### src/rtl/rms_pkg.sv
// Package for the robot mode supervisor: transaction payload types, state
// record, operation, mode and gait codes, and the legal transition table.
// No dependencies.
package rms_pkg;

   localparam int ModeW = 3;
   localparam int GaitW = 3;
   localparam int OpW   = 3;
   localparam int TimeW = 24;
   localparam int TickW = 20;
   localparam int CsrAddrW = 3;
   localparam int CsrDataW = 32;

   localparam logic [OpW-1:0] OP_REQUEST    = 3'd0;
   localparam logic [OpW-1:0] OP_TICK       = 3'd1;
   localparam logic [OpW-1:0] OP_ESTOP      = 3'd2;
   localparam logic [OpW-1:0] OP_CLEAR      = 3'd3;
   localparam logic [OpW-1:0] OP_SET_GAIT   = 3'd4;
   localparam logic [OpW-1:0] OP_NEXT_GAIT  = 3'd5;

   localparam logic [ModeW-1:0] MODE_PASSIVE   = 3'd0;
   localparam logic [ModeW-1:0] MODE_PD        = 3'd1;
   localparam logic [ModeW-1:0] MODE_STANDING  = 3'd2;
   localparam logic [ModeW-1:0] MODE_WALKING   = 3'd3;
   localparam logic [ModeW-1:0] MODE_RECOVERY  = 3'd4;
   localparam logic [ModeW-1:0] MODE_EMERGENCY = 3'd5;

   localparam logic [GaitW-1:0] GAIT_STANCE        = 3'd0;
   localparam logic [GaitW-1:0] GAIT_TROT          = 3'd1;
   localparam logic [GaitW-1:0] GAIT_STANDING_TROT = 3'd2;
   localparam logic [GaitW-1:0] GAIT_PACE          = 3'd3;
   localparam logic [GaitW-1:0] GAIT_DYNAMIC_WALK  = 3'd4;

   localparam logic [TimeW-1:0] TIME_MAX = {TimeW{1'b1}};
   localparam logic [TimeW-1:0] RECOVERY_RESET = 24'd3000000;

   localparam logic CSR_RECOVERY_DURATION = 1'b0;

   typedef struct packed {
      logic [OpW-1:0]   op;
      logic [ModeW-1:0] target_mode;
      logic [GaitW-1:0] gait_choice;
      logic [TickW-1:0] elapsed_us;
   } req_type;

   typedef struct packed {
      logic             accepted;
      logic [ModeW-1:0] mode;
      logic [ModeW-1:0] prior_mode;
      logic             mode_changed;
      logic             controller_on;
      logic [GaitW-1:0] gait;
      logic             gait_changed;
      logic             recovering;
   } rsp_type;

   typedef struct packed {
      logic [ModeW-1:0] current_mode;
      logic [ModeW-1:0] pending_mode;
      logic [ModeW-1:0] previous_mode;
      logic [TimeW-1:0] recovery_elapsed;
      logic             recovery_flag;
      logic             enable_flag;
      logic [GaitW-1:0] gait_now;
   } state_type;

   // Bit t of the entry for mode c is set when the move from c to t is legal.
   function automatic logic may_go(input logic [ModeW-1:0] from_mode,
                                   input logic [ModeW-1:0] to_mode);
      logic [7:0] row;
      case (from_mode)
         3'd0:    row = 8'h26;
         3'd1:    row = 8'h3D;
         3'd2:    row = 8'h3B;
         3'd3:    row = 8'h37;
         3'd4:    row = 8'h27;
         3'd5:    row = 8'h01;
         default: row = 8'h00;
      endcase
      return row[to_mode];
   endfunction

endpackage

### src/rtl/rms_csr.sv
// Configuration register block of the robot mode supervisor: APB-style
// access to the recovery duration register.
// Depends on rms_pkg.
module rms_csr (
   input  logic                          clock,
   input  logic                          reset,
   input  logic                          psel,
   input  logic                          penable,
   input  logic                          pwrite,
   input  logic [rms_pkg::CsrAddrW-1:0]  paddr,
   input  logic [rms_pkg::CsrDataW-1:0]  pwdata,
   output logic [rms_pkg::CsrDataW-1:0]  prdata,
   output logic                          pready,
   output logic [rms_pkg::TimeW-1:0]     recovery_duration
);
   import rms_pkg::*;

   logic [TimeW-1:0] duration_ff;
   logic [TimeW-1:0] duration_in;
   logic             write_hit;

   assign pready    = 1'b1;
   assign write_hit = psel & penable & pwrite & (paddr[CsrAddrW-1] == CSR_RECOVERY_DURATION);

   always_comb begin
      duration_in = duration_ff;
      if (write_hit) begin
         duration_in = pwdata[TimeW-1:0];
      end
   end

   always_ff @(posedge clock) begin
      if (reset) begin
         duration_ff <= RECOVERY_RESET;
      end else begin
         duration_ff <= duration_in;
      end
   end

   always_comb begin
      prdata = '0;
      if (paddr[CsrAddrW-1] == CSR_RECOVERY_DURATION) begin
         prdata = {{(CsrDataW-TimeW){1'b0}}, duration_ff};
      end
   end

   assign recovery_duration = duration_ff;
endmodule

### src/rtl/rms_step.sv
// Next-state logic of the robot mode supervisor: applies one transaction to
// the supervisor state and forms its result.
// Depends on rms_pkg.
module rms_step (
   input  rms_pkg::state_type          state_cur,
   input  rms_pkg::req_type            req,
   input  logic [rms_pkg::TimeW-1:0]   recovery_duration,
   output rms_pkg::state_type          state_nxt,
   output rms_pkg::rsp_type            rsp
);
   import rms_pkg::*;

   state_type        s;
   logic             accepted;
   logic             changed;
   logic             gait_flag;
   logic [TimeW:0]   sum;
   logic [TimeW-1:0] sat;

   always_comb begin
      s         = state_cur;
      accepted  = 1'b0;
      changed   = 1'b0;
      gait_flag = 1'b0;
      sum       = '0;
      sat       = '0;
      unique case (req.op)
         OP_REQUEST: begin
            if (req.target_mode <= MODE_EMERGENCY &&
                may_go(state_cur.current_mode, req.target_mode)) begin
               s.pending_mode = req.target_mode;
               accepted = 1'b1;
            end
         end
         OP_TICK: begin
            if (state_cur.pending_mode != state_cur.current_mode) begin
               s.previous_mode    = state_cur.current_mode;
               s.current_mode     = state_cur.pending_mode;
               s.recovery_elapsed = '0;
               s.recovery_flag    = (state_cur.pending_mode == MODE_RECOVERY);
               s.enable_flag      = (state_cur.pending_mode == MODE_STANDING) ||
                                    (state_cur.pending_mode == MODE_WALKING);
               if (state_cur.pending_mode == MODE_STANDING) begin
                  s.gait_now = GAIT_STANCE;
                  gait_flag  = 1'b1;
               end else if (state_cur.pending_mode == MODE_WALKING) begin
                  s.gait_now = GAIT_TROT;
                  gait_flag  = 1'b1;
               end
               changed = 1'b1;
            end
            if (s.current_mode == MODE_RECOVERY) begin
               sum = {1'b0, s.recovery_elapsed} + {{(TimeW+1-TickW){1'b0}}, req.elapsed_us};
               sat = sum[TimeW] ? TIME_MAX : sum[TimeW-1:0];
               s.recovery_elapsed = sat;
               if (sat >= recovery_duration && may_go(s.current_mode, MODE_PD)) begin
                  s.pending_mode = MODE_PD;
               end
            end
         end
         OP_ESTOP: begin
            s.pending_mode     = MODE_EMERGENCY;
            s.previous_mode    = state_cur.current_mode;
            s.current_mode     = MODE_EMERGENCY;
            s.recovery_elapsed = '0;
            s.recovery_flag    = 1'b0;
            s.enable_flag      = 1'b0;
            changed = 1'b1;
         end
         OP_CLEAR: begin
            if (state_cur.current_mode == MODE_EMERGENCY &&
                may_go(state_cur.current_mode, MODE_PASSIVE)) begin
               s.pending_mode = MODE_PASSIVE;
               accepted = 1'b1;
            end
         end
         OP_SET_GAIT: begin
            if (state_cur.current_mode == MODE_WALKING ||
                state_cur.current_mode == MODE_STANDING) begin
               s.gait_now = req.gait_choice;
               gait_flag  = 1'b1;
               accepted   = 1'b1;
            end
         end
         OP_NEXT_GAIT: begin
            if (state_cur.current_mode == MODE_WALKING) begin
               case (state_cur.gait_now)
                  GAIT_TROT:          s.gait_now = GAIT_STANDING_TROT;
                  GAIT_STANDING_TROT: s.gait_now = GAIT_PACE;
                  GAIT_PACE:          s.gait_now = GAIT_DYNAMIC_WALK;
                  default:            s.gait_now = GAIT_TROT;
               endcase
               gait_flag = 1'b1;
               accepted  = 1'b1;
            end
         end
         default: begin
            s = state_cur;
         end
      endcase
   end

   assign state_nxt = s;

   always_comb begin
      rsp.accepted      = accepted;
      rsp.mode          = s.current_mode;
      rsp.prior_mode    = s.previous_mode;
      rsp.mode_changed  = changed;
      rsp.controller_on = s.enable_flag;
      rsp.gait          = s.gait_now;
      rsp.gait_changed  = gait_flag;
      rsp.recovering    = s.recovery_flag;
   end
endmodule

### src/rtl/rms_outq.sv
// Two-entry result queue of the robot mode supervisor: holds finished
// results so that a new transaction is taken while one still waits.
// Depends on rms_pkg.
module rms_outq (
   input  logic              clock,
   input  logic              reset,
   input  logic              push,
   input  rms_pkg::rsp_type  push_data,
   output logic              has_room,
   output logic              rsp_valid,
   input  logic              rsp_ready,
   output rms_pkg::rsp_type  rsp_data
);
   import rms_pkg::*;

   rsp_type    entry_ff [2];
   logic       wr_ptr_ff;
   logic       wr_ptr_in;
   logic       rd_ptr_ff;
   logic       rd_ptr_in;
   logic [1:0] count_ff;
   logic [1:0] count_in;
   logic       pop;

   assign has_room  = (count_ff != 2'd2);
   assign rsp_valid = (count_ff != 2'd0);
   assign pop       = rsp_valid & rsp_ready;
   assign rsp_data  = entry_ff[rd_ptr_ff];

   always_comb begin
      wr_ptr_in = wr_ptr_ff ^ push;
      rd_ptr_in = rd_ptr_ff ^ pop;
      count_in  = count_ff + {1'b0, push} - {1'b0, pop};
   end

   always_ff @(posedge clock) begin
      if (reset) begin
         wr_ptr_ff <= 1'b0;
         rd_ptr_ff <= 1'b0;
         count_ff  <= 2'd0;
      end else begin
         wr_ptr_ff <= wr_ptr_in;
         rd_ptr_ff <= rd_ptr_in;
         count_ff  <= count_in;
      end
   end

   always_ff @(posedge clock) begin
      if (push) begin
         entry_ff[wr_ptr_ff] <= push_data;
      end
   end
endmodule

### src/rtl/robot_mode_supervisor.sv
// Top level of the robot mode supervisor: state registers, next-state logic,
// result queue and configuration register block.
// Depends on rms_pkg, rms_csr, rms_step and rms_outq.
//
//   Channel   Ports                               Direction  Payload
//   req       req_valid, req_ready, req_data      in         rms_pkg::req_type
//   rsp       rsp_valid, rsp_ready, rsp_data      out        rms_pkg::rsp_type
//   csr       psel, penable, pwrite, paddr, ...   in/out     recovery duration
//
// The state registers update at the accepting edge, and the result is
// written into the result queue at the same edge.
// One transaction can be accepted every cycle while the queue has room,
// set by the single next-state logic stage. A two-entry result queue keeps
// intake going while a result waits; req_ready drops only when it is full.
// Synchronous reset returns the supervisor to passive mode with stance gait.
module robot_mode_supervisor (
   input  logic                          clock,
   input  logic                          reset,
   input  logic                          req_valid,
   output logic                          req_ready,
   input  rms_pkg::req_type              req_data,
   output logic                          rsp_valid,
   input  logic                          rsp_ready,
   output rms_pkg::rsp_type              rsp_data,
   input  logic                          psel,
   input  logic                          penable,
   input  logic                          pwrite,
   input  logic [rms_pkg::CsrAddrW-1:0]  paddr,
   input  logic [rms_pkg::CsrDataW-1:0]  pwdata,
   output logic [rms_pkg::CsrDataW-1:0]  prdata,
   output logic                          pready
);
   import rms_pkg::*;

   state_type        state_ff;
   state_type        state_in;
   state_type        state_nxt;
   rsp_type          step_rsp;
   logic [TimeW-1:0] recovery_duration;
   logic             has_room;
   logic             take;

   assign req_ready = has_room;
   assign take      = req_valid & has_room;

   rms_csr u_csr (
      .clock             (clock),
      .reset             (reset),
      .psel              (psel),
      .penable           (penable),
      .pwrite            (pwrite),
      .paddr             (paddr),
      .pwdata            (pwdata),
      .prdata            (prdata),
      .pready            (pready),
      .recovery_duration (recovery_duration)
   );

   rms_step u_step (
      .state_cur         (state_ff),
      .req               (req_data),
      .recovery_duration (recovery_duration),
      .state_nxt         (state_nxt),
      .rsp               (step_rsp)
   );

   always_comb begin
      state_in = state_ff;
      if (take) begin
         state_in = state_nxt;
      end
   end

   always_ff @(posedge clock) begin
      if (reset) begin
         state_ff.current_mode     <= MODE_PASSIVE;
         state_ff.pending_mode     <= MODE_PASSIVE;
         state_ff.previous_mode    <= MODE_PASSIVE;
         state_ff.recovery_elapsed <= '0;
         state_ff.recovery_flag    <= 1'b0;
         state_ff.enable_flag      <= 1'b0;
         state_ff.gait_now         <= GAIT_STANCE;
      end else begin
         state_ff <= state_in;
      end
   end

   rms_outq u_outq (
      .clock     (clock),
      .reset     (reset),
      .push      (take),
      .push_data (step_rsp),
      .has_room  (has_room),
      .rsp_valid (rsp_valid),
      .rsp_ready (rsp_ready),
      .rsp_data  (rsp_data)
   );
endmodule

### config.mk
export PLATFORM = sky130hd
export DESIGN_NAME = robot_mode_supervisor
export DESIGN_NICKNAME = d
export VERILOG_FILES = /design/src/rtl/rms_pkg.sv /design/src/rtl/rms_csr.sv /design/src/rtl/rms_step.sv /design/src/rtl/rms_outq.sv /design/src/rtl/robot_mode_supervisor.sv
export SDC_FILE = /design/constraint.sdc
export NUM_CORES = 1
export LEC_CHECK = 0
export BUFFER_PORTS_ARGS = -buffer_cell sky130_fd_sc_hd__clkbuf_2
export CAP_MARGIN = 30
export CORE_MARGIN = 2
export CORE_UTILIZATION = 37
export CTS_BUF_LIST = sky130_fd_sc_hd__clkbuf_4 sky130_fd_sc_hd__clkbuf_8 sky130_fd_sc_hd__clkbuf_16
export CTS_CLUSTER_DIAMETER = 50
export DETAILED_ROUTE_END_ITERATION = 16
export GPL_TIMING_DRIVEN = 0
export HOLD_SLACK_MARGIN = 0.02
export SLEW_MARGIN = 20
export SYNTH_ARGS = -nofsm -noshare
export SYNTH_HDL_FRONTEND = slang
export SYNTH_HIERARCHICAL = 1
export SYNTH_SLANG_ARGS = --single-unit
### constraint.sdc
create_clock -name clock -period 5 [get_ports clock]
set_input_delay 0.5 -clock clock [delete_from_list [all_inputs] [get_ports clock]]
set_output_delay 0.5 -clock clock [all_outputs]
set_load 0.01 [all_outputs]
Word-level counts from Yosys, hierarchy flattened:

Memories as Yosys holds them, arrays and structs flattened. A register that Yosys moved wholly into a read port is not among the register bits.
Cells that the tools add are included.
Widths: inputs -> output; s select.

* bits in registers: 66
* RAM bits: 28
* input port bits: 71
* memories kept: 1

* add/subtract/negate cells: 3
* $lt $le $gt $ge: 3
* equal/unequal tests: 23
* muxes and demuxes: 41
* bitwise logic cells: 8
* reductions and logical operators: 12

Memory list
* u_outq.entry_ff: depth 2, bits a word 14, read ports 1, clocked after memory_dff 1, wr ports 1, RTL line rms_outq.sv:16 `rsp_type entry_ff [2];`

Operators with widths (count)
* $mux 24: 3
* $mux 32: 2
* $pmux 29 s2: 1
* $pmux 6 s6: 1
* $mux 3: 10
* $add 24x20->25: 1
* $eq 3x2->1 const B: 8
* $ge 24x24->1: 1
* $eq 3x3->1 const B: 6
* $pmux 3 s3: 2
* $mux 1: 13
* $pmux 3 s4: 1
* $eq 3x1->1 const B: 3
* $mux 8: 1
* $ne 2x1->1 const B: 4
* $logic_not 3->1: 2
* $pmux 3 s2: 1
* $reduce_and 6->1: 1
* $and 1x1->1: 5
* $lt 3x4->1 const B: 1
* $mux 2: 2
* $pmux 1 s4: 1
* $reduce_bool 2->1: 2
* $reduce_bool 4->1: 1
* 13 further kinds: 17

Logic depth before layout (Yosys ltp):

Gate-level depths: netlist of the first run.

* word-level depth: 12
* depth in mapped cells: 28

By module:

Netlist of the first run, hierarchy kept.

By module, submodules not included
* rms_step: times used 1, cells an instance 477, area an instance 3184.3 um2, seq. area each 0.0 um2
* robot_mode_supervisor: times used 1, cells an instance 175, area an instance 2085.8 um2, seq. area each 760.7 um2
* rms_csr: times used 1, cells an instance 142, area an instance 1295.0 um2, seq. area each 480.5 um2
* rms_outq: times used 1, cells an instance 65, area an instance 1287.5 um2, seq. area each 920.9 um2

Worst setup path after synthesis of the first run:

No wires, ideal clock.

* path type: register to register
* from: register state_ff[34] (netlist name)
* to: register state_ff[32] (netlist name)
* arrival: 5191 ps
* required time: 4875 ps
* path slack: -316 ps
* cell stages (with the launch flop): 28
* buffers on the path: 3
* clock period less this slack: 5316 ps
* cells stage by stage: dfxtp_1 -> buf_4 -> xor2_2 -> nor3_1 -> clkbuf_1 -> and2_1 -> ha_1 -> inv_1 -> fa_1 -> nor2b_1 -> o311ai_2 -> a2111o_1 -> nand2_1 -> a211o_1 -> nand4_1 -> buf_2 -> o21ai_0 -> ha_1 -> or4_1 -> o211ai_1 -> a21oi_1 -> a211oi_1 -> o211ai_1 -> nand2_1 -> nor3_1 -> o22a_1 -> nand3_2 -> a21oi_2

* cells in the longest elaborated chain, start to end: 9
* elaborated cells between the ends (all ways): 13

Ends and longest elaborated chain
* start, declared: RTL line robot_mode_supervisor.sv:35 `state_type state_ff;`
* start signal, assigned: RTL line robot_mode_supervisor.sv:84 `state_ff <= state_in;`
* $ne 3x3->1: RTL line rms_step.sv:36 `if (state_cur.pending_mode != state_cur.current_mode) begin`
* $mux 32: RTL line rms_step.sv:36
* $mux 32: RTL line rms_step.sv:27 `unique case (req.op)`
* $add 24x20->25: RTL line rms_step.sv:53 `sum = {1'b0, s.recovery_elapsed} + {{(TimeW+1-TickW){1'b0}}, req.elapsed_us};`
* $mux 24: RTL line rms_step.sv:54 `sat = sum[TimeW] ? TIME_MAX : sum[TimeW-1:0];`
* $ge 24x24->1: RTL line rms_step.sv:56 `if (sat >= recovery_duration && may_go(s.current_mode, MODE_PD)) begin`
* $logic_and 1x1->1: RTL line rms_step.sv:56
* $ne 2x1->1 (no line)
* $reduce_and 6->1 (no line) *

Every way passes the cells marked *; elsewhere a longest branch is shown, timed or not. The select of a mux whose other input is x is not followed.
A chain may end at the register's enable or synchronous reset.

Worst setup path after layout of the first run:

* from: register state_ff[33] (netlist name)
* to: register state_ff[32] (netlist name)

The elaborated chain is that of the path after synthesis.

==> results of run 1 <==
## cell usage in the layout (no fill, tap or decap), types with 18 or more instances in the layout
master	count
sky130_fd_sc_hd__clkbuf_2	98
sky130_fd_sc_hd__dfxtp_1	63
sky130_fd_sc_hd__nor2_1	56
sky130_fd_sc_hd__nand2_1	49
sky130_fd_sc_hd__buf_4	46
sky130_fd_sc_hd__a21oi_2	41
sky130_fd_sc_hd__ha_1	38
sky130_fd_sc_hd__inv_1	35
sky130_fd_sc_hd__nand2b_1	32
sky130_fd_sc_hd__a21oi_1	30
sky130_fd_sc_hd__nand3_2	29
sky130_fd_sc_hd__a21bo_2	28
sky130_fd_sc_hd__edfxtp_1	28
sky130_fd_sc_hd__nor2b_1	27
sky130_fd_sc_hd__mux2i_1	27
sky130_fd_sc_hd__nand3_1	20
sky130_fd_sc_hd__a22o_1	20
sky130_fd_sc_hd__clkbuf_1	19
sky130_fd_sc_hd__buf_6	18
## sequential cells by signal (all words and copies together) (netlist names)
register and count:
u_outq/wr_ptr_ff 1, u_outq/rd_ptr_ff 1, u_outq/count_ff 2, u_csr/recovery_duration 24
state_ff 38, u_outq/entry_ff 28
## cell type report
class                      count  area, µm²
clock buffer                  10        233
multi-input combinational    654       5210
clock inverter                 6       93.8
tap                          275        344
timing repair buffer         121        678
sequential                    94       2170
inverter                      36        135
fill                        2100      11400
buffer                        80        719
## layer usage
metal / up-vias / routed length [µm]
li1: 3321 / -
met1: 3187 / 10100
met2: 199 / 9900
met3: 30 / 1090
met4: 0 / 465
met5: - / 0
## kinds of logic after synthesis
family	share of synthesized area, %
AO/OA/AOI/OAI	22.9
multiplexers	6.50
adder cells (fa/ha/maj)	7.81
other	0.0956
buffers and inverters	10.3
AND/OR/NAND/NOR	21.5
flip-flops	27.5
XOR/XNOR	3.36
## critical path: cells and delay by family, from the launching register on
family,cells,cell delay (ns)
compound gates,9,1.81
xor+xnor,1,0.16
fa+ha+maj,3,0.66
buf+inv,6,0.75
flops,1,0.33
simple gates,9,1.31
## power breakdown
group / internal (mW) / leakage [nW] / total, mW / switching [mW]
clock: 0.451 / 0.163 / 0.787 / 0.336
sequential: 0.847 / 0.806 / 0.867 / 0.0202
combinational: 0.344 / 2.94 / 0.769 / 0.425
total: 1.64 / 3.91 / 2.42 / 0.781
## Yosys cell counts (all sizes together) (18+ instances only)
master  instances
and2           22
nand3          50
ha             45
mux2i          27
a21oi          71
clkbuf         23
mux2           18
nand2b         32
o21ai          24
a21bo          38
nor2           59
edfxtp         28
dfxtp          66
nor2b          28
buf            59
a22o           20
inv            36
nand2          55
## what timing repair did
item,4_1_cts,5_1_grt
buffers inserted,19,4
resized for setup,43,36
setup endpoints to repair,2,2
pin swaps,21,24
cloned,0,0
## final timing paths
check | startpoint | cells past startpoint | to
setup / recovery | state_ff[33] | 28 | state_ff[32]
hold / removal | pwdata[13] | 3 | u_csr/recovery_duration[13]
setup reg to reg | state_ff[33] | 28 | state_ff[32]
hold reg to reg | u_csr/recovery_duration[13] | 2 | u_csr/recovery_duration[13]
==> flow_metrics.env, run 1 <==
export IMPL_fmax_mhz=196
export IMPL_ys_top_cells_by_area="sky130_fd_sc_hd__dfxtp_1 (17%), sky130_fd_sc_hd__edfxtp_1 (11%), sky130_fd_sc_hd__ha_1 (7.2%)"
export IMPL_timing_clock_skew_ns=0.00598
export IMPL_path_type_of_the_worst_setup_path="reg2reg"
export IMPL_final_hold_violation_count=0
export IMPL_grt_setup_unrepaired="yes"
export IMPL_antennaDiodeCount=0
export IMPL_clk_insertion_delay_late_ns=0.36
export IMPL_drc=0
export IMPL_routabilityCongestion=0.930
export IMPL_crit_path_max_fanout=7
export IMPL_setup_viol=2
export IMPL_worst_path_most_repeated_cell="sky130_fd_sc_hd__buf_6"
export IMPL_cts_made_buffers=9
export IMPL_report_power_total_mw=2.42
export IMPL_post_synth_num_cell_types=84
export IMPL_drt_first_iter_violations=370
export IMPL_clk_path_buf_depth=2
export IMPL_holdWs_ns=0.378
export IMPL_timing_worst_slew_pin_value_ns=0.716
export IMPL_power_density_normalized_to_cell_area_nw_per_um2=253
export IMPL_final_min_clock_period_ns=5.09
export IMPL_ys_warnings_count=6
export IMPL_cts_sinks=94
export IMPL_drt_antenna_violating_nets=0
export IMPL_grt_pass1_vias=6271
export IMPL_grt_most_used_layer="met2"
export IMPL_numPlacedInstances=1239
export IMPL_post_route_cell_area_um2=9580
export IMPL_final_cells=1276
export IMPL_initial_utilization_pct=37.5
export IMPL_max_cap_viol_count=0
export IMPL_global_route_overflow_total=0
export IMPL_power_static_leakage_nw=3.91
export IMPL_syn_area_per_cell_um2=9.14
export IMPL_hold_class="in2reg"
export IMPL_hold_buf_count_cts=0
export IMPL_clk_pin_slew_ns=0.07
export IMPL_crit_path_launch_type="register"
export IMPL_die_height_um=150
export IMPL_r2r_slack_ns=-0.09
export IMPL_first_pass_iters=5
export IMPL_post_route_cells_drive_above_1_share_pct=37.1
export IMPL_critPathArrivalTime_ns=5.39
export IMPL_synth_edff_count=28
export IMPL_grtUsageMet1_pct=26.2
export IMPL_nNetsFinal=1113
export IMPL_grtUsageTotal_pct=19.1
export IMPL_synth_area_leader_cell="sky130_fd_sc_hd__dfxtp_1"
export IMPL_ys_seq_area_share_pct=27.5
export IMPL_io_pins=120
export IMPL_critical_path_max_stage_delay_ns=0.46
export IMPL_flow_area_growth_from_synthesis_pct=21.9
export IMPL_slew_headroom_pct=51.8
export IMPL_post_dp_cell_area_um2=8740
export IMPL_layout_core_utilization_pct=45.7
export IMPL_finalMaxSlewViolations=0
export IMPL_grt_antenna_before_repair=0
export IMPL_postSynthRegisterBits=94
export IMPL_clock_tree_root_cell="sky130_fd_sc_hd__clkbuf_16"
export IMPL_maximum_number_of_pins_on_one_net_before_global_route_repair=18
export IMPL_synthFlopType="sky130_fd_sc_hd__dfxtp_1"
export IMPL_rows=53
export IMPL_post_place_ws_ns=-1.21
export IMPL_htree_num_levels=3
export IMPL_final_setup_worst_slack_ns=-0.0907
export IMPL_globalRouteMet2Util_pct=30.6
export IMPL_timing_critical_path_required_ns=5.30
export IMPL_wire_length_of_the_first_global_routing_pass_um=33500
export IMPL_post_dp_hpwl_um=15700
export IMPL_die_area_um2=22400
export IMPL_core_area_um2=21000
export IMPL_crit_path_top_delay_cell="sky130_fd_sc_hd__a2111o_1"
export IMPL_tritoncts="done"
export IMPL_io_buffer_count=98
export IMPL_detail_route_vias_per_cell=5.28
export IMPL_synth_async_reset_ratio_pct=0
export IMPL_postSynthCellCount=859
export IMPL_die_width_um=150
export IMPL_final_period_utilization_pct=102
export IMPL_run_status="finished with violations"
export IMPL_setup_worst_path_end_class="register"
export IMPL_vias=6737
export IMPL_globalRouteMet3Util_pct=3.35
export IMPL_fin_setup_tns_ns=-0.170
export IMPL_synth_largest_type_area_fraction_pct=16.8
export IMPL_wl_per_cell_um=16.9
export IMPL_failed_checks="setup timing"
export IMPL_worst_ir_drop_vdd_v=0.000184
export IMPL_totalWireLength_um=21500
export IMPL_netlist_area_um2=7850
(Power assumes the default switching activity.)
==> inputs of run 2 (changes only) <==
clock period = 6.25 ns   (was 5 ns; I/O delays follow)
==> flow_metrics.env, run 2 (synthesis results as in run 1) <==
export IMPL_final_period_utilization_pct=94.6
export IMPL_critPathArrivalTime_ns=6.15
export IMPL_post_route_cells_drive_above_1_share_pct=31.7
export IMPL_antennaDiodeCount=0
export IMPL_grtUsageTotal_pct=19.1
export IMPL_totalWireLength_um=20900
export IMPL_maximum_number_of_pins_on_one_net_before_global_route_repair=18
export IMPL_drt_antenna_violating_nets=0
export IMPL_grtUsageMet1_pct=26.8
export IMPL_clk_insertion_delay_late_ns=0.35
export IMPL_tritoncts="done"
export IMPL_regMostFlops="state_ff"
export IMPL_detail_route_vias_per_cell=5.22
export IMPL_drc=0
export IMPL_power_static_leakage_nw=3.78
export IMPL_slew_headroom_pct=52.3
export IMPL_drt_first_iter_violations=389
export IMPL_clock_tree_root_cell="sky130_fd_sc_hd__clkbuf_16"
export IMPL_grt_antenna_before_repair=0
export IMPL_htree_num_levels=3
export IMPL_largest_register_ff_count=38
export IMPL_grt_pass1_vias=6236
export IMPL_layout_core_utilization_pct=43.7
export IMPL_initial_utilization_pct=37.5
export IMPL_flow_area_growth_from_synthesis_pct=16.6
export IMPL_critical_path_max_stage_delay_ns=0.47
export IMPL_worst_ir_drop_vdd_v=0.000138
export IMPL_numPlacedInstances=1240
export IMPL_crit_path_launch_type="register"
export IMPL_whs_path_depth=2
export IMPL_finalMaxSlewViolations=0
export IMPL_final_cells=1258
export IMPL_power_density_normalized_to_cell_area_nw_per_um2=211
export IMPL_cts_sinks=94
export IMPL_routabilityCongestion=0.893
export IMPL_first_pass_iters=6
export IMPL_vias=6561
export IMPL_wire_length_of_the_first_global_routing_pass_um=33800
export IMPL_path_type_of_the_worst_setup_path="reg2reg"
export IMPL_clk_path_buf_depth=2
export IMPL_cts_made_buffers=9
export IMPL_wl_per_cell_um=16.6
export IMPL_globalRouteMet2Util_pct=31.0
export IMPL_global_route_overflow_total=0
export IMPL_die_height_um=150
export IMPL_die_area_um2=22400
export IMPL_die_width_um=150
export IMPL_report_power_total_mw=1.93
export IMPL_post_dp_hpwl_um=16000
export IMPL_nNetsFinal=1095
export IMPL_n_fill_cell=2155
export IMPL_final_hold_violation_count=0
export IMPL_crit_path_top_delay_cell="sky130_fd_sc_hd__or4_1"
export IMPL_timing_critical_path_required_ns=6.49
export IMPL_io_buffer_count=98
export IMPL_clk_pin_slew_ns=0.07
export IMPL_crit_path_max_fanout=10
export IMPL_fmax_mhz=169
export IMPL_max_cap_viol_count=0
export IMPL_final_min_clock_period_ns=5.91
export IMPL_hold_class="reg2reg"
export IMPL_commonest_non_fill_non_tap_cell_in_the_layout="sky130_fd_sc_hd__clkbuf_2"
export IMPL_run_status="finished, final reports clean"
export IMPL_timing_clock_skew_ns=0.00924
export IMPL_leading_cell_types_in_the_layout_fill_and_taps_excluded="sky130_fd_sc_hd__clkbuf_2 (98), sky130_fd_sc_hd__dfxtp_1 (65), sky130_fd_sc_hd__nor2_1 (58)"
export IMPL_globalRouteMet3Util_pct=2.80
export IMPL_timing_worst_slew_pin_value_ns=0.708
export IMPL_rows=53
export IMPL_setup_worst_path_end_class="register"
export IMPL_grt_most_used_layer="met2"
export IMPL_setup_viol=0
export IMPL_core_area_um2=21000
export IMPL_r2r_worst_path_cells=27
export IMPL_io_pins=120
==> run 2: cell types whose count changed in the layout (fill, tap and decap cells not counted), sizes merged <==
cell / change
buf: -21
bufinv: +1
inv: -1
clkbuf: +3
==> run 2: layout make-up <==
class,instances,area [µm²],share of cell area (%)
sequential,94,2160,23.6
buffer,82,688,7.52
clock buffer,10,233,2.54
inverter,36,135,1.48
clock inverter,6,119,1.30
timing repair buffer,101,510,5.58
tap,275,344,3.76
multi-input combinational,654,4960,54.2
==> run 2: timing repair <==
action                     CTS  global route
pin swaps                    0             1
gates resized for setup      5            12
setup endpoints to repair    2             2
buffers inserted             0             2
hold buffers                 0             0
==> run 2: worst paths after layout <==
path,start,endpoint,slack (ns)
worst max-delay path,state_ff[33],state_ff[32],0.34
worst min-delay path,u_csr/recovery_duration[17],u_csr/recovery_duration[17],0.49
worst max register to register,state_ff[33],state_ff[32],0.34
worst min register to register,u_csr/recovery_duration[17],u_csr/recovery_duration[17],0.49
==> run 2: worst max-delay path: cells and delay by family, from the launching register on <==
kind / cells / cell delay [ns]
simple gates: 10 / 1.73
xor+xnor: 1 / 0.29
buf+inv: 4 / 0.90
flops: 1 / 0.32
compound gates: 10 / 1.85
fa+ha+maj: 2 / 0.68
==> run 2: power by group <==
group | internal [mW] | leakage, nW | switching (mW)
clock | 0.401 | 0.173 | 0.261
sequential | 0.678 | 0.805 | 0.0160
combinational | 0.253 | 2.80 | 0.321
total | 1.33 | 3.78 | 0.599
==> run 2: stage by stage <==
step                      hold slack [ns]  setup slack (ns)  TNS (ns)  area (µm²)
after CTS                           0.489            0.0719         0        9090
final                               0.486             0.336         0        9160
after detailed placement            0.478            -0.622     -1.21        8720
after global routing                0.515          -0.00749  -0.00749        9160
after global placement              0.474            -0.961     -1.90        8710
after floorplan                     0.457             0.934         0        7880
==> run 2: per-layer routing <==
metal / share of wire (%) / wire length (µm)
met5: 0 / 0
met4: 0.98 / 206
met3: 5.1 / 1070
met2: 46 / 9670
met1: 48 / 9990
==> inputs of run 3 (changes only) <==
RECOVER_POWER = 100   (was unset)
REMOVE_ABC_BUFFERS = 1   (was unset)
==> flow_metrics.env, run 3 (synthesis results as in run 1) <==
export IMPL_io_pins=120
export IMPL_routabilityCongestion=0.834
export IMPL_timing_worst_slew_pin_value_ns=1.69
export IMPL_flow_area_growth_from_synthesis_pct=6.13
export IMPL_hold_start="u_csr/recovery_duration[2]"
export IMPL_path_type_of_the_worst_setup_path="reg2reg"
export IMPL_final_min_clock_period_ns=5.86
export IMPL_cts_sinks=94
export IMPL_reg2reg_from="state_ff[32]"
export IMPL_power_switching_fraction_pct=34.2
export IMPL_grt_pass1_vias=5886
export IMPL_drc=0
export IMPL_internal_power_mw=1.13
export IMPL_final_hold_violation_count=0
export IMPL_max_cap_viol_count=2
export IMPL_clk_pin_slew_ns=0.08
export IMPL_final_period_utilization_pct=93.8
export IMPL_comb_power_share_pct=24.9
export IMPL_crit_path_launch_type="register"
export IMPL_die_height_um=150
export IMPL_power_density_normalized_to_cell_area_nw_per_um2=206
export IMPL_globalRouteMet3Util_pct=3.20
export IMPL_grt_antenna_before_repair=0
export IMPL_layout_area_seq_um2=2170
export IMPL_regMostFlops="state_ff"
export IMPL_post_route_cells_drive_above_1_share_pct=21.1
export IMPL_share_of_total_power_in_sequential_cells_pct=41.5
export IMPL_net_switching_power_uw=587
export IMPL_grtUsageMet1_pct=23.0
export IMPL_timing_critical_path_required_ns=6.49
export IMPL_grtUsageTotal_pct=16.7
export IMPL_wl_per_cell_um=15.7
export IMPL_run_status="finished with violations"
export IMPL_post_route_cell_area_um2=8330
export IMPL_post_dp_hpwl_um=13200
export IMPL_finalMaxSlewViolations=48
export IMPL_wire_length_of_the_first_global_routing_pass_um=30200
export IMPL_hold_class="reg2reg"
export IMPL_worst_ir_drop_vdd_v=0.000127
export IMPL_global_route_overflow_total=0
export IMPL_report_power_total_mw=1.72
export IMPL_io_buffer_count=100
export IMPL_clock_tree_root_cell="sky130_fd_sc_hd__clkbuf_16"
export IMPL_final_cells=1184
export IMPL_vias=6292
export IMPL_grt_most_used_layer="met2"
export IMPL_numPlacedInstances=1166
export IMPL_failed_checks="capacitance limit, slew limit"
export IMPL_setup_viol=0
export IMPL_commonest_non_fill_non_tap_cell_in_the_layout="sky130_fd_sc_hd__clkbuf_2"
export IMPL_fmax_mhz=171
export IMPL_largest_register_ff_count=38
export IMPL_timing_clock_skew_ns=0.0139
export IMPL_hold_buf_count_cts=0
export IMPL_tritoncts="done"
export IMPL_antennaDiodeCount=0
export IMPL_crit_path_max_fanout=9
export IMPL_first_pass_iters=7
export IMPL_totalWireLength_um=18600
export IMPL_rows=53
export IMPL_post_dp_cell_area_um2=8200
export IMPL_initial_utilization_pct=37.5
export IMPL_clk_path_buf_depth=2
export IMPL_clk_insertion_delay_late_ns=0.37
export IMPL_n_fill_cell=2207
export IMPL_globalRouteMet2Util_pct=27.0
export IMPL_htree_num_levels=3
export IMPL_slew_headroom_pct=-12.7
export IMPL_critPathArrivalTime_ns=6.10
export IMPL_nNetsFinal=1021
export IMPL_multiInputGateArea_um2=4810
export IMPL_drt_antenna_violating_nets=0
export IMPL_leading_cell_types_in_the_layout_fill_and_taps_excluded="sky130_fd_sc_hd__clkbuf_2 (66), sky130_fd_sc_hd__dfxtp_1 (63), sky130_fd_sc_hd__nor2_1 (56)"
export IMPL_grt_setup_unrepaired="no"
export IMPL_maximum_number_of_pins_on_one_net_before_global_route_repair=92
export IMPL_cp_startpoint="state_ff[32]"
export IMPL_detail_route_vias_per_cell=5.31
export IMPL_clock_power_share_pct=33.6
export IMPL_cts_made_buffers=9
export IMPL_core_area_um2=21000
export IMPL_die_width_um=150
export IMPL_die_area_um2=22400
export IMPL_setup_worst_path_end_class="register"
export IMPL_power_static_leakage_nw=3.29
export IMPL_drt_first_iter_violations=372
==> run 3: metal layers <==
metal	part of all wire (%)	wire (µm)
met1	48	8930
met2	45	8440
met3	4.9	907
met4	1.6	293
met5	0	0
==> run 3: power groups by stage <==
stage	logic (mW)	clock network [mW]	registers [mW]
3_5_place_dp	0.454	0	0.733
4_1_cts	0.457	0.593	0.719
2_1_floorplan	0.280	0	0.719
3_3_place_gp	0.425	0	0.729
6_report	0.427	0.576	0.712
5_1_grt	0.473	0.612	0.719
==> run 3: metrics by stage <==
step / util (%) / hold slack [ns] / setup slack [ns] / TNS (ns)
final: 39.8 / 0.487 / 0.385 / 0
after floorplan: - / 0.456 / -0.0576 / -0.100
after detailed placement: 39.1 / 0.477 / -0.841 / -1.62
after global placement: 38.4 / 0.475 / -2.77 / -22.90
after global routing: 39.8 / 0.502 / 0.0102 / 0
after CTS: 40.6 / 0.484 / 0.191 / 0
==> run 3: path summary, 6_finish.rpt <==
| kind | endpoint | slack [ns] | depth (start not counted) |
|---|---|---|---|
| worst max-delay path | state_ff[32] | 0.39 | 24 |
| worst min-delay path | u_csr/recovery_duration[2] | 0.49 | 2 |
| worst max register to register | state_ff[32] | 0.39 | 24 |
| worst min register to register | u_csr/recovery_duration[2] | 0.49 | 2 |
==> run 3: critical path, cell delays in order (launching register included) <==
cell and delay (ns):
sky130_fd_sc_hd__dfxtp_1 0.57, sky130_fd_sc_hd__xor2_2 0.21, sky130_fd_sc_hd__nor3_4 0.36, sky130_fd_sc_hd__and2_1 0.20, sky130_fd_sc_hd__ha_1 0.16, sky130_fd_sc_hd__inv_1 0.06
sky130_fd_sc_hd__fa_1 0.38, sky130_fd_sc_hd__nor2b_1 0.25, sky130_fd_sc_hd__o311ai_2 0.22, sky130_fd_sc_hd__a2111o_1 0.45, sky130_fd_sc_hd__nand2_1 0.15, sky130_fd_sc_hd__a211o_1 0.29
sky130_fd_sc_hd__nand4_1 0.22, sky130_fd_sc_hd__o21ai_0 0.25, sky130_fd_sc_hd__ha_1 0.34, sky130_fd_sc_hd__or4_1 0.47, sky130_fd_sc_hd__o211ai_1 0.11, sky130_fd_sc_hd__a21oi_1 0.08
sky130_fd_sc_hd__a211oi_1 0.23, sky130_fd_sc_hd__o211ai_1 0.13, sky130_fd_sc_hd__nand2_1 0.18, sky130_fd_sc_hd__nor3_1 0.08, sky130_fd_sc_hd__o22a_1 0.21, sky130_fd_sc_hd__nand3_2 0.07
sky130_fd_sc_hd__a21oi_2 0.05
==> run 3: timing repair <==
item	CTS	global route
setup endpoints to repair	2	2
setup buffers	1	0
gates cloned	1	0
pin swaps	1	0
gates resized for setup	1	4
==> run 3: area by class of cell <==
class	instances	share of cell area, %
clock inverters	7	0.901
well taps	275	4.13
inverters	36	1.62
repair buffers	108	6.95
multi-input cells	655	57.7
clock buffers	9	2.70
flip-flops and latches	94	26.0
